$ cat config.mk
export PLATFORM = sky130hd
export DESIGN_NAME = murmurhash2_byte_stream
export DESIGN_NICKNAME = d
export VERILOG_FILES = /design/src/design/mh2_pkg.sv /design/src/design/mh2_front.sv /design/src/design/mh2_queue.sv /design/src/design/mh2_back.sv /design/src/design/murmurhash2_byte_stream.sv
export SDC_FILE = /design/constraint.sdc
export NUM_CORES = 1
export LEC_CHECK = 0
export BUFFER_PORTS_ARGS = -buffer_cell sky130_fd_sc_hd__buf_4
export CAP_MARGIN = 5
export CORE_UTILIZATION = 55
export CTS_CLUSTER_SIZE = 14
export DETAILED_ROUTE_END_ITERATION = 8
export PLACE_DENSITY = 0.69
export SLEW_MARGIN = 40
export SYNTH_ARGS = -nofsm -noshare
export SYNTH_HDL_FRONTEND = slang
export SYNTH_SLANG_ARGS = --single-unit
$ cat constraint.sdc
create_clock -name i_clk -period 22.9 [get_ports i_clk]
set_input_delay 3.435 -clock i_clk [delete_from_list [all_inputs] [get_ports i_clk]]
set_output_delay 3.435 -clock i_clk [all_outputs]
set_load 0.01 [all_outputs]
$ cat src/design/mh2_pkg.sv
// ----------------------------------------------------------------------------
// mh2_pkg
// Shared constants and types for the byte-stream MurmurHash2 engine.
// ----------------------------------------------------------------------------
package mh2_pkg;

    // Hash constants
    localparam logic [31:0] MIX_MULT     = 32'h5bd1e995;
    localparam int          WORD_SHIFT   = 24;
    localparam int          AVAL_SHIFT_A = 13;
    localparam int          AVAL_SHIFT_B = 15;

    // Default depth of the command queue between front and back
    localparam int          QUEUE_DEPTH  = 4;

    // One command from the front end to the mixing back end
    typedef struct packed {
        logic        seed_en;   // load accumulator with seed
        logic [31:0] seed;
        logic        word_en;   // mix one full word
        logic [31:0] word;
        logic        final_en;  // finalize and emit hash
        logic        tail_en;   // fold tail bytes before avalanche
        logic [23:0] tail;
    } t_cmd;

endpackage

$ cat src/design/mh2_front.sv
// ----------------------------------------------------------------------------
// mh2_front
// Accepts byte transactions, packs bytes little-endian into words and
// issues seed / word / finalize commands to the queue.
// ----------------------------------------------------------------------------
module mh2_front (
    input  logic              i_clk,
    input  logic              i_rst_n,
    input  logic              i_valid,
    output logic              o_ready,
    input  logic [7:0]        i_data_byte,
    input  logic              i_byte_valid,
    input  logic              i_first,
    input  logic              i_last,
    input  logic [31:0]       i_total_length,
    input  logic              i_q_full,
    output logic              o_push,
    output mh2_pkg::t_cmd     o_cmd
);

    logic [23:0] r_pend, n_pend;
    logic [1:0]  r_phase, n_phase;
    logic [23:0] pend_s;
    logic [1:0]  phase_s;
    logic        accept;
    logic        word_en;
    logic [31:0] word;

    assign o_ready = !i_q_full;
    assign accept  = i_valid && o_ready;

    // Byte packing and command build
    always_comb begin
        phase_s = i_first ? 2'd0 : r_phase;
        pend_s  = i_first ? 24'd0 : r_pend;
        word_en = 1'b0;
        word    = {i_data_byte, pend_s};
        n_pend  = pend_s;
        n_phase = phase_s;
        if (i_byte_valid) begin
            unique case (phase_s)
                2'd0: n_pend[7:0]   = i_data_byte;
                2'd1: n_pend[15:8]  = i_data_byte;
                2'd2: n_pend[23:16] = i_data_byte;
                default: begin
                    word_en = 1'b1;
                    n_pend  = 24'd0;
                end
            endcase
            n_phase = phase_s + 2'd1;
        end

        o_cmd.seed_en  = i_first;
        o_cmd.seed     = i_total_length;
        o_cmd.word_en  = word_en;
        o_cmd.word     = word;
        o_cmd.final_en = i_last;
        o_cmd.tail_en  = (n_phase != 2'd0);
        o_cmd.tail     = n_pend;

        if (i_last) begin
            n_pend  = 24'd0;
            n_phase = 2'd0;
        end
    end

    assign o_push = accept && (i_first || word_en || i_last);

    // Packing state
    always_ff @(posedge i_clk) begin
        if (!i_rst_n) begin
            r_pend  <= 24'd0;
            r_phase <= 2'd0;
        end else if (accept) begin
            r_pend  <= n_pend;
            r_phase <= n_phase;
        end
    end

endmodule

$ cat src/design/mh2_queue.sv
// ----------------------------------------------------------------------------
// mh2_queue
// Small command FIFO that decouples the byte front end from the mixer.
// ----------------------------------------------------------------------------
module mh2_queue #(
    parameter int DEPTH = mh2_pkg::QUEUE_DEPTH
) (
    input  logic          i_clk,
    input  logic          i_rst_n,
    input  logic          i_push,
    input  mh2_pkg::t_cmd i_cmd,
    input  logic          i_pop,
    output mh2_pkg::t_cmd o_cmd,
    output logic          o_full,
    output logic          o_empty
);

    localparam int AW = (DEPTH > 1) ? $clog2(DEPTH) : 1;
    localparam int CW = $clog2(DEPTH + 1);
    localparam logic [AW-1:0] LAST_IDX = AW'(DEPTH - 1);

    mh2_pkg::t_cmd r_mem [DEPTH];
    logic [AW-1:0] r_wr, r_rd;
    logic [CW-1:0] r_cnt;

    assign o_full  = (r_cnt == CW'(DEPTH));
    assign o_empty = (r_cnt == '0);
    assign o_cmd   = r_mem[r_rd];

    // Storage
    always_ff @(posedge i_clk) begin
        if (i_push) begin
            r_mem[r_wr] <= i_cmd;
        end
    end

    // Pointers and fill count
    always_ff @(posedge i_clk) begin
        if (!i_rst_n) begin
            r_wr  <= '0;
            r_rd  <= '0;
            r_cnt <= '0;
        end else begin
            if (i_push) begin
                r_wr <= (r_wr == LAST_IDX) ? '0 : r_wr + AW'(1);
            end
            if (i_pop) begin
                r_rd <= (r_rd == LAST_IDX) ? '0 : r_rd + AW'(1);
            end
            if (i_push && !i_pop) begin
                r_cnt <= r_cnt + CW'(1);
            end else if (i_pop && !i_push) begin
                r_cnt <= r_cnt - CW'(1);
            end
        end
    end

endmodule

$ cat src/design/mh2_back.sv
// ----------------------------------------------------------------------------
// mh2_back
// Mixing sequencer: applies queued commands to the accumulator with one
// shared multiply-by-constant and holds the finished hash in an output
// register.
// ----------------------------------------------------------------------------
module mh2_back (
    input  logic          i_clk,
    input  logic          i_rst_n,
    input  mh2_pkg::t_cmd i_cmd,
    input  logic          i_q_empty,
    output logic          o_pop,
    output logic          o_valid,
    input  logic          i_ready,
    output logic [31:0]   o_hash_value
);

    localparam logic [2:0] S_IDLE = 3'd0;
    localparam logic [2:0] S_WK1  = 3'd1;
    localparam logic [2:0] S_WK2  = 3'd2;
    localparam logic [2:0] S_WH   = 3'd3;
    localparam logic [2:0] S_FT   = 3'd4;
    localparam logic [2:0] S_FA   = 3'd5;
    localparam logic [2:0] S_FO   = 3'd6;

    logic [2:0]    r_state, n_state;
    logic [31:0]   r_h, n_h;
    logic [31:0]   r_k, n_k;
    mh2_pkg::t_cmd r_ent, n_ent;
    logic          r_out_valid, n_out_valid;
    logic [31:0]   r_hash, n_hash;
    logic [31:0]   mul_in;
    logic [31:0]   mul_out;
    logic          out_free;

    // Shared constant multiplier, low 32 bits kept
    assign mul_out  = mul_in * mh2_pkg::MIX_MULT;
    assign out_free = !r_out_valid || i_ready;

    // Sequencer
    always_comb begin
        n_state     = r_state;
        n_h         = r_h;
        n_k         = r_k;
        n_ent       = r_ent;
        n_hash      = r_hash;
        n_out_valid = r_out_valid && !i_ready;
        mul_in      = r_k;
        o_pop       = 1'b0;
        unique case (r_state)
            S_IDLE: begin
                if (!i_q_empty) begin
                    o_pop = 1'b1;
                    n_ent = i_cmd;
                    n_k   = i_cmd.word;
                    if (i_cmd.seed_en) begin
                        n_h = i_cmd.seed;
                    end
                    if (i_cmd.word_en) begin
                        n_state = S_WK1;
                    end else if (i_cmd.final_en) begin
                        n_state = S_FT;
                    end
                end
            end
            S_WK1: begin
                mul_in  = r_k;
                n_k     = mul_out;
                n_state = S_WK2;
            end
            S_WK2: begin
                mul_in  = r_k ^ (r_k >> mh2_pkg::WORD_SHIFT);
                n_k     = mul_out;
                n_state = S_WH;
            end
            S_WH: begin
                mul_in  = r_h;
                n_h     = mul_out ^ r_k;
                n_state = r_ent.final_en ? S_FT : S_IDLE;
            end
            S_FT: begin
                // fold tail bytes in when any are pending
                mul_in = r_h ^ {8'd0, r_ent.tail};
                if (r_ent.tail_en) begin
                    n_h = mul_out;
                end
                n_state = S_FA;
            end
            S_FA: begin
                mul_in  = r_h ^ (r_h >> mh2_pkg::AVAL_SHIFT_A);
                n_h     = mul_out;
                n_state = S_FO;
            end
            S_FO: begin
                if (out_free) begin
                    n_hash      = r_h ^ (r_h >> mh2_pkg::AVAL_SHIFT_B);
                    n_out_valid = 1'b1;
                    n_h         = 32'd0;
                    n_state     = S_IDLE;
                end
            end
            default: begin
                n_state = S_IDLE;
            end
        endcase
    end

    // Control state
    always_ff @(posedge i_clk) begin
        if (!i_rst_n) begin
            r_state     <= S_IDLE;
            r_out_valid <= 1'b0;
            r_h         <= 32'd0;
        end else begin
            r_state     <= n_state;
            r_out_valid <= n_out_valid;
            r_h         <= n_h;
        end
    end

    // Datapath registers
    always_ff @(posedge i_clk) begin
        r_k    <= n_k;
        r_ent  <= n_ent;
        r_hash <= n_hash;
    end

    assign o_valid      = r_out_valid;
    assign o_hash_value = r_hash;

endmodule

$ cat src/design/murmurhash2_byte_stream.sv
// ----------------------------------------------------------------------------
// murmurhash2_byte_stream
// Throughput: one byte transaction per cycle while the command queue has room;
// the mixer makes three multiplier passes per 32-bit word and runs states S_FT, S_FA and
// S_FO per finalize, so long strings are sustained at one byte per cycle.
// A last byte runs S_FT, S_FA, S_FO before o_valid (first S_WK1, S_WK2, S_WH if it ends a word).
// Reset: synchronous active-low; accumulator, packing state, queue cleared.
// ----------------------------------------------------------------------------
module murmurhash2_byte_stream #(
    parameter int QUEUE_DEPTH = mh2_pkg::QUEUE_DEPTH
) (
    input  logic        i_clk,
    input  logic        i_rst_n,
    input  logic        i_valid,
    output logic        o_ready,
    input  logic [7:0]  i_data_byte,
    input  logic        i_byte_valid,
    input  logic        i_first,
    input  logic        i_last,
    input  logic [31:0] i_total_length,
    output logic        o_valid,
    input  logic        i_ready,
    output logic [31:0] o_hash_value
);

    mh2_pkg::t_cmd push_cmd;
    mh2_pkg::t_cmd head_cmd;
    logic          push;
    logic          pop;
    logic          q_full;
    logic          q_empty;

    // Byte front end
    mh2_front u_front (
        .i_clk          (i_clk),
        .i_rst_n        (i_rst_n),
        .i_valid        (i_valid),
        .o_ready        (o_ready),
        .i_data_byte    (i_data_byte),
        .i_byte_valid   (i_byte_valid),
        .i_first        (i_first),
        .i_last         (i_last),
        .i_total_length (i_total_length),
        .i_q_full       (q_full),
        .o_push         (push),
        .o_cmd          (push_cmd)
    );

    // Command queue
    mh2_queue #(
        .DEPTH (QUEUE_DEPTH)
    ) u_queue (
        .i_clk   (i_clk),
        .i_rst_n (i_rst_n),
        .i_push  (push),
        .i_cmd   (push_cmd),
        .i_pop   (pop),
        .o_cmd   (head_cmd),
        .o_full  (q_full),
        .o_empty (q_empty)
    );

    // Mixer back end
    mh2_back u_back (
        .i_clk        (i_clk),
        .i_rst_n      (i_rst_n),
        .i_cmd        (head_cmd),
        .i_q_empty    (q_empty),
        .o_pop        (pop),
        .o_valid      (o_valid),
        .i_ready      (i_ready),
        .o_hash_value (o_hash_value)
    );

endmodule

# Word level (Yosys, flattened, before mapping)

Memories as Yosys holds them, arrays and structs flattened. A register that Yosys moved wholly into a read port is not among the register bits.
Cells that the tools add are included.

Bits in registers: 159
RAM bits: 368
Bits of input ports: 47
Output and inout bits: 34
Word-level logic and storage cells: 109
Memories: 1

Memories:

| name          | words | bits a word | read ports | clocked after Yosys merged registers in | write ports | line            | source |
|---|---|---|---|---|---|---|---|
| u_queue.r_mem | 4     | 92          | 1          | 1                                       | 1           | mh2_queue.sv:22 | `mh2_pkg::t_cmd r_mem [DEPTH];` |

$add $sub $neg: 5
Multiply operators: 1
Equal/unequal tests: 16
Multiplexer cells: 37
Bitwise logic cells: 6
Reduce and logical (&&, ||, !) cells: 30

Operators by type and width:

| cell                                                                   | number |
|---|---|
| 32-bit two-way mux                                                     | 5 |
| 32-bit one-hot mux with 5 select lines                                 | 1 |
| 32-bit one-hot mux with 4 select lines                                 | 1 |
| 24-bit two-way mux                                                     | 3 |
| 32-bit one-hot mux with 2 select lines                                 | 1 |
| 8-bit one-hot mux with 2 select lines                                  | 3 |
| 32-bit by 31-bit multiplier with 32-bit output (second input constant) | 1 |
| 32-bit by 17-bit XOR with 32-bit output                                | 1 |
| 32-bit by 19-bit XOR with 32-bit output                                | 1 |
| 32-bit by 24-bit XOR with 32-bit output                                | 1 |
| 32-bit XOR                                                             | 1 |
| 32-bit by 8-bit XOR with 32-bit output                                 | 1 |
| 3-bit two-way mux                                                      | 7 |
| 3-bit one-hot mux with 7 select lines                                  | 1 |
| 2-bit two-way mux                                                      | 7 |
| 3-bit == test (second input constant)                                  | 4 |
| 1-bit two-way mux                                                      | 8 |
| 2-bit OR reduction                                                     | 4 |
| 2-bit by 1-bit adder with 2-bit output (second input constant)         | 3 |
| 2-bit == test (second input constant)                                  | 3 |
| 3-bit by 2-bit == test with 1-bit output (second input constant)       | 2 |
| 3-bit logical NOT                                                      | 2 |
| 2-bit by 1-bit != test with 1-bit output (second input constant)       | 3 |
| 2-bit AND reduction                                                    | 3 |
| other kinds (16)                                                       | 28 |

# Depth between registers and ports, before layout

Word-level depth: 12
Depth in mapped cells: 35
Gate-level depth less buffers: 32

# Hierarchy

Synthesis repeated with hierarchy kept, for this count alone.

Cell total of the unflattened synthesis: 2481
Area, all modules: 31755.5 sq um

Modules (own cells, without submodules):

| module    | instances | cells each | area an instance (sq um) | sequential area each (sq um) |
|---|---|---|---|---|
| mh2_back  | 1         | 1711       | 16056.6                  | 3423.3 |
| mh2_queue | 1         | 524        | 13734.4                  | 11230.8 |
| mh2_front | 1         | 246        | 1964.4                   | 520.5 |

# Least setup slack after synthesis

No wires, ideal clock.

Path kind: reg2reg
Start: register u_back.r_state[1]
End: register u_back.r_k[29] (data pin)
Library setup time: 260 ps
Data arrival time: 8233 ps
Data required time: 22640 ps
Path slack: 14407 ps
Stages on the path, launching flop included: 31
Path buffers: 6
Clock period less this slack: 8493 ps
Cells stage by stage: dfxtp_1 -> buf_2 -> inv_1 -> ha_1 -> buf_2 -> buf_2 -> clkbuf_1 -> clkbuf_1 -> o21ai_0 -> fa_1 -> ha_1 -> inv_1 -> fa_1 -> fa_1 -> fa_1 -> inv_1 -> fa_1 -> fa_1 -> inv_1 -> fa_1 -> inv_1 -> ha_1 -> clkbuf_1 -> a21o_1 -> a21oi_1 -> inv_1 -> a21oi_1 -> o211ai_1 -> a31oi_1 -> xnor2_1 -> mux2_2

Word-level cells in the longest chain between the ends: 4
Elaborated cells between the ends (all ways): 10
Classes of those cells: 1 x mul; 5 x eq/ne; 2 x mux; 2 x reduce/logical

RTL lines:

| item                                                                      | line            | source |
|---|---|---|
| from (decl)                                                               | mh2_back.sv:26  | `logic [2:0] r_state, n_state;` |
| from (signal assigned)                                                    | mh2_back.sv:115 | `r_state <= n_state;` |
| 3-bit == test or 3-bit by 2-bit == test with 1-bit output (tied branches) | mh2_back.sv:50  | `unique case (r_state)` |
| 32-bit one-hot mux with 4 select lines                                    | mh2_back.sv:50  |  |
| 32-bit by 31-bit multiplier with 32-bit output                            | mh2_back.sv:37  | `assign mul_out = mul_in * mh2_pkg::MIX_MULT;` |
| 32-bit one-hot mux with 2 select lines *                                  | mh2_back.sv:50  |  |
| named net u_back.n_k[29]                                                  | mh2_back.sv:28  | `logic [31:0] r_k, n_k;` |
| to (signal assigned)                                                      | mh2_back.sv:123 | `r_k <= n_k;` |
| to (decl)                                                                 | mh2_back.sv:28  |  |

Mark *: on every way through the listed nets, which the timed path passes. The rest lies on a longest branch.
A chain may end at the register's enable or synchronous reset.

# Worst setup path after layout

Start: register u_back.r_state[1]
End: register u_back.r_h[28]

Word-level cells in the longest chain between the ends: 5
Elaborated cells between the ends (all ways): 17
Classes of those cells: 1 x mul; 9 x eq/ne; 3 x mux; 1 x bitwise; 3 x reduce/logical

RTL lines:

| item                                                                      | line                           | source |
|---|---|---|
| 3-bit == test or 3-bit by 2-bit == test with 1-bit output (tied branches) | mh2_back.sv:50                 |  |
| 32-bit one-hot mux with 4 select lines                                    | mh2_back.sv:50                 |  |
| 32-bit by 31-bit multiplier with 32-bit output                            | mh2_back.sv:37                 |  |
| 32-bit two-way mux or 32-bit XOR (tied branches)                          | mh2_back.sv:84, mh2_back.sv:78 |  |
| 32-bit one-hot mux with 5 select lines                                    | mh2_back.sv:50                 |  |
| to (signal assigned)                                                      | mh2_back.sv:117                | `r_h <= n_h;` |
| to (decl)                                                                 | mh2_back.sv:27                 | `logic [31:0] r_h, n_h;` |

Parallel ways exist; a longest one is shown, timed or not. The select of a mux whose other input is x is not followed.

==> PnR_summary.wiki <==
{| class="wikitable"
! Metric !! Value
|-
| Gp weighted congestion || 0.971
|-
| Clock skew || 0.0196 ns
|-
| Via total after detailed routing || 18600
|-
| Maximum single-stage delay on the critical path || 0.72 ns
|-
| Final Instance Count excl. Fillers || 3135
|-
| Wire length of the first global-routing pass || 119000 um
|-
| Mapped Cells || 2259
|-
| Main area contributors after synthesis || sky130_fd_sc_hd__edfxtp_1 (45%), sky130_fd_sc_hd__fa_1 (12%), sky130_fd_sc_hd__ha_1 (9.3%), sky130_fd_sc_hd__mux4_2 (6.7%), sky130_fd_sc_hd__dfxtp_1 (4.6%)
|-
| Commonest non-fill, non-tap cells in the layout || sky130_fd_sc_hd__edfxtp_1 (458), sky130_fd_sc_hd__inv_1 (368), sky130_fd_sc_hd__ha_1 (228)
|-
| Hold Crit Class || flip-flop to flip-flop
|-
| Post-synthesis to final-layout area growth || 10.5%
|-
| Initial antenna violation count || 0
|-
| CTS tree || built
|-
| Share of final-layout standard cells stronger than drive strength 1 || 14.8%
|-
| Area of the mapped netlist || 30700 sq um
|-
| Most frequent standard cell in the layout excluding fill and tap cells || sky130_fd_sc_hd__edfxtp_1
|-
| Dominant combinational cell family by area after synthesis || adder cells
|-
| Async SR Flop Fraction || 0%
|-
| Largest net degree at the start of global routing || 59
|-
| Parity-gate share of the synthesized area counting xor and xnor cells || 3.51%
|-
| Total number of H-tree levels || 2
|-
| MaxCap Viol Count || 0
|-
| Synth Area in Adders || 20.9%
|-
| Most frequent cell on the critical path || sky130_fd_sc_hd__inv_1
|-
| Number of violations reported at the end of detailed-routing iteration 0 || 1850
|-
| Number of failing hold endpoints at the final stage || 0
|-
| Count of clock tree sinks || 529
|-
| Number of global-route vias before repair || 19000
|-
| Slowest cell on crit path || sky130_fd_sc_hd__dfxtp_1
|-
| Reg-to-Reg End || u_back.r_h[28]$_SDFFE_PN0P_
|-
| Outcome || complete, no violations
|-
| Post-Syn Area per Cell || 13.6 sq um
|-
| Synth Area in Compound Gates || 7.41%
|-
| Remaining routing DRC violations || 0
|-
| Portion of synthesized cell area occupied by the leading cell type || 44.7%
|-
| Initial core utilization || 55.7%
|-
| Post-synth EDFFs || 458
|-
| Final Cycle Share || 38.6%
|-
| Launch point of the worst reg-to-reg path || u_back.r_state[1]$_SDFFE_PN0P_
|-
| Die Outline Area || 56800 sq um
|-
| Post-CTS Setup Repair Bufs || 0
|-
| Hold-fix buffers, CTS || 0
|-
| Total I/O pin count || 81
|-
| Max Buffers Root-to-Sink || 3
|-
| Antenna diode count || 0
|-
| RSZ-0062 raised after global routing || no
|-
| Post-detail-place hpwl || 57300 um
|-
| Total negative slack || 0 ns
|-
| Clk root buf || sky130_fd_sc_hd__clkbuf_16
|-
| Die span in x || 238 um
|-
| Number of placement rows || 86
|-
| Post-CTS sizing || 0
|-
| Maximum achievable frequency || 113 MHz
|-
| Number of synthesized register bits || 529
|-
| Category of the worst setup path capture point || flip-flop
|-
| Netlist cell types || 79
|-
| Simple-gate area share of the yosys netlist || 4.64%
|-
| Inst Count DP || 3040
|-
| Remaining antenna violation count || 0
|-
| Clock latency at the later pin of the worst-skew pair || 0.59 ns
|-
| Overall overflow remaining after global route || 0
|-
| Min cycle time layout || 8.83 ns
|-
| Routed wire per std cell || 25.2 um
|-
| Post-synth top area cell || sky130_fd_sc_hd__edfxtp_1
|-
| Setup slack of the worst register-to-register path || 14.07 ns
|-
| Clock edge transition at the registers on the reported setup and hold paths || 0.06 ns
|-
| Net total in the final layout || 2800
|-
| Fin. max-slew vios || 0
|-
| Hold path startpoint || u_queue.r_rd[1]$_SDFFE_PN0P_
|-
| Prevailing post-synth register cell || sky130_fd_sc_hd__edfxtp_1
|-
| Final wirelength || 79100 um
|-
| Overall fraction of global-route tracks in use || 28.5%
|-
| Type of element launching the critical path || flip-flop
|-
| Placeable core region || 55200 sq um
|-
| Max-slew headroom at the worst pin || 39.7%
|-
| Transition at the pin with the smallest max-transition slack || 0.898 ns
|-
| First drt pass iteration count || 9
|-
| Fill cells || 4259
|-
| Maximum fanout along the worst path || 37
|-
| Input/output buffers || 80
|-
| Portion of the post-synthesis area used by sequential elements || 49.4%
|-
| Count of synthesis-stage warnings from yosys || 0
|-
| Crit path DAT || 9.34 ns
|-
| Average vias per placed instance || 5.93
|-
| WS Path Type || flip-flop to flip-flop
|-
| Synthesized Nets || 2713
|-
| Cts bufs inserted || 51
|-
| Data required, critical path || 23.41 ns
|-
| Worst Hold Depth || 2
|-
| Portion of netlist area occupied by mux cells || 8.37%
|-
| Final setup fails || 0
|-
| Floorplan die height || 238 um
|-
| Depth of the worst register-to-register path || 31
|}
layer usage:
layer,track usage [%],vias up,share of wire [%]
met2,47.2,705,49
met3,3.39,120,6.4
met1,39.4,9566,41
met4,9.30,0,3.3
met5,0,-,0
li1,-,8208,-
cell type report:
class / count / area, sq um / area share, %
inverter: 371 / 1390 / 4.10
sequential: 529 / 15200 / 44.7
timing repair buffer: 121 / 932 / 2.74
multi-input combinational: 1272 / 13900 / 40.8
clock buffer: 68 / 1380 / 4.06
clock inverter: 26 / 267 / 0.785
tap: 748 / 936 / 2.76
synth_stat cells, drive strengths merged, types with 11 or more instances:
master,instances
edfxtp,458
inv,370
ha,228
fa,179
nor2,107
mux4,92
o21ai,75
dfxtp,71
nand2,64
xnor2,63
clkbuf,57
xor2,55
a21oi,54
a22oi,54
nor2b,39
buf,30
mux2i,24
mux2,23
a22o,17
a221oi,15
a222oi,14
nand2b,13
nor3,13
a21o,11
and2,11
worst max-delay path, delay by kind of cell (launching register included):
family                   cells  cell delay (ns)
buffers and inverters       12             1.79
flip-flops                   1             0.72
AND/OR/NAND/NOR              1             0.07
XOR/XNOR                     2             0.52
AO/OA/AOI/OAI                6             1.65
adder cells (fa/ha/maj)     10             4.00
state kept, by name, summed over array words and instances, names as in the netlist, 3 cells and up, named ones only:
name / cells
u_front.r_pend: 24
u_queue.r_mem: 368
u_back.r_state: 3
u_back.r_k: 32
u_queue.r_cnt: 3
u_back.r_ent: 26
u_back.r_h: 32
u_back.o_hash_value: 32
metrics by stage:
step	util, %	worst slack, ns	instance area [sq um]	hold slack [ns]
global route	61.5	13.66	34000	0.519
floorplan	-	14.41	30700	0.406
global placement	58.4	14.11	32200	0.451
detailed placement	58.5	14.02	32300	0.473
finish	61.5	14.07	34000	0.496
CTS	61.5	13.98	33900	0.487
worst max-delay path by stage:
| stage | from | end | slack (ns) | cells after the start |
|---|---|---|---|---|
| finish | u_back.r_state[1]$_SDFFE_PN0P_ | u_back.r_h[28]$_SDFFE_PN0P_ | 14.07 | 31 |
| floorplan | u_back.r_state[1]$_SDFFE_PN0P_ | u_back.r_k[29]$_DFFE_PP_ | 14.41 | 30 |
| global placement | u_back.r_state[0]$_SDFFE_PN0P_ | u_back.r_k[31]$_DFFE_PP_ | 14.11 | 29 |
| detailed placement | u_back.r_state[0]$_SDFFE_PN0P_ | u_back.r_h[29]$_SDFFE_PN0P_ | 14.02 | 30 |
| global route | u_back.r_state[1]$_SDFFE_PN0P_ | u_back.r_h[28]$_SDFFE_PN0P_ | 13.66 | 31 |
| CTS | u_back.r_state[0]$_SDFFE_PN0P_ | u_back.r_h[29]$_SDFFE_PN0P_ | 13.98 | 30 |
cells by family after synthesis:
kind of cell             count (synthesis)
multiplexers                           139
buffers and inverters                  458
XOR/XNOR                               120
flip-flops                             529
AND/OR/NAND/NOR                        287
AO/OA/AOI/OAI                          319
adder cells (fa/ha/maj)                407
Power is left out: the tool's default activity adds up to more than one toggle a clock period on the data nets, which glitch-free logic cannot reach.
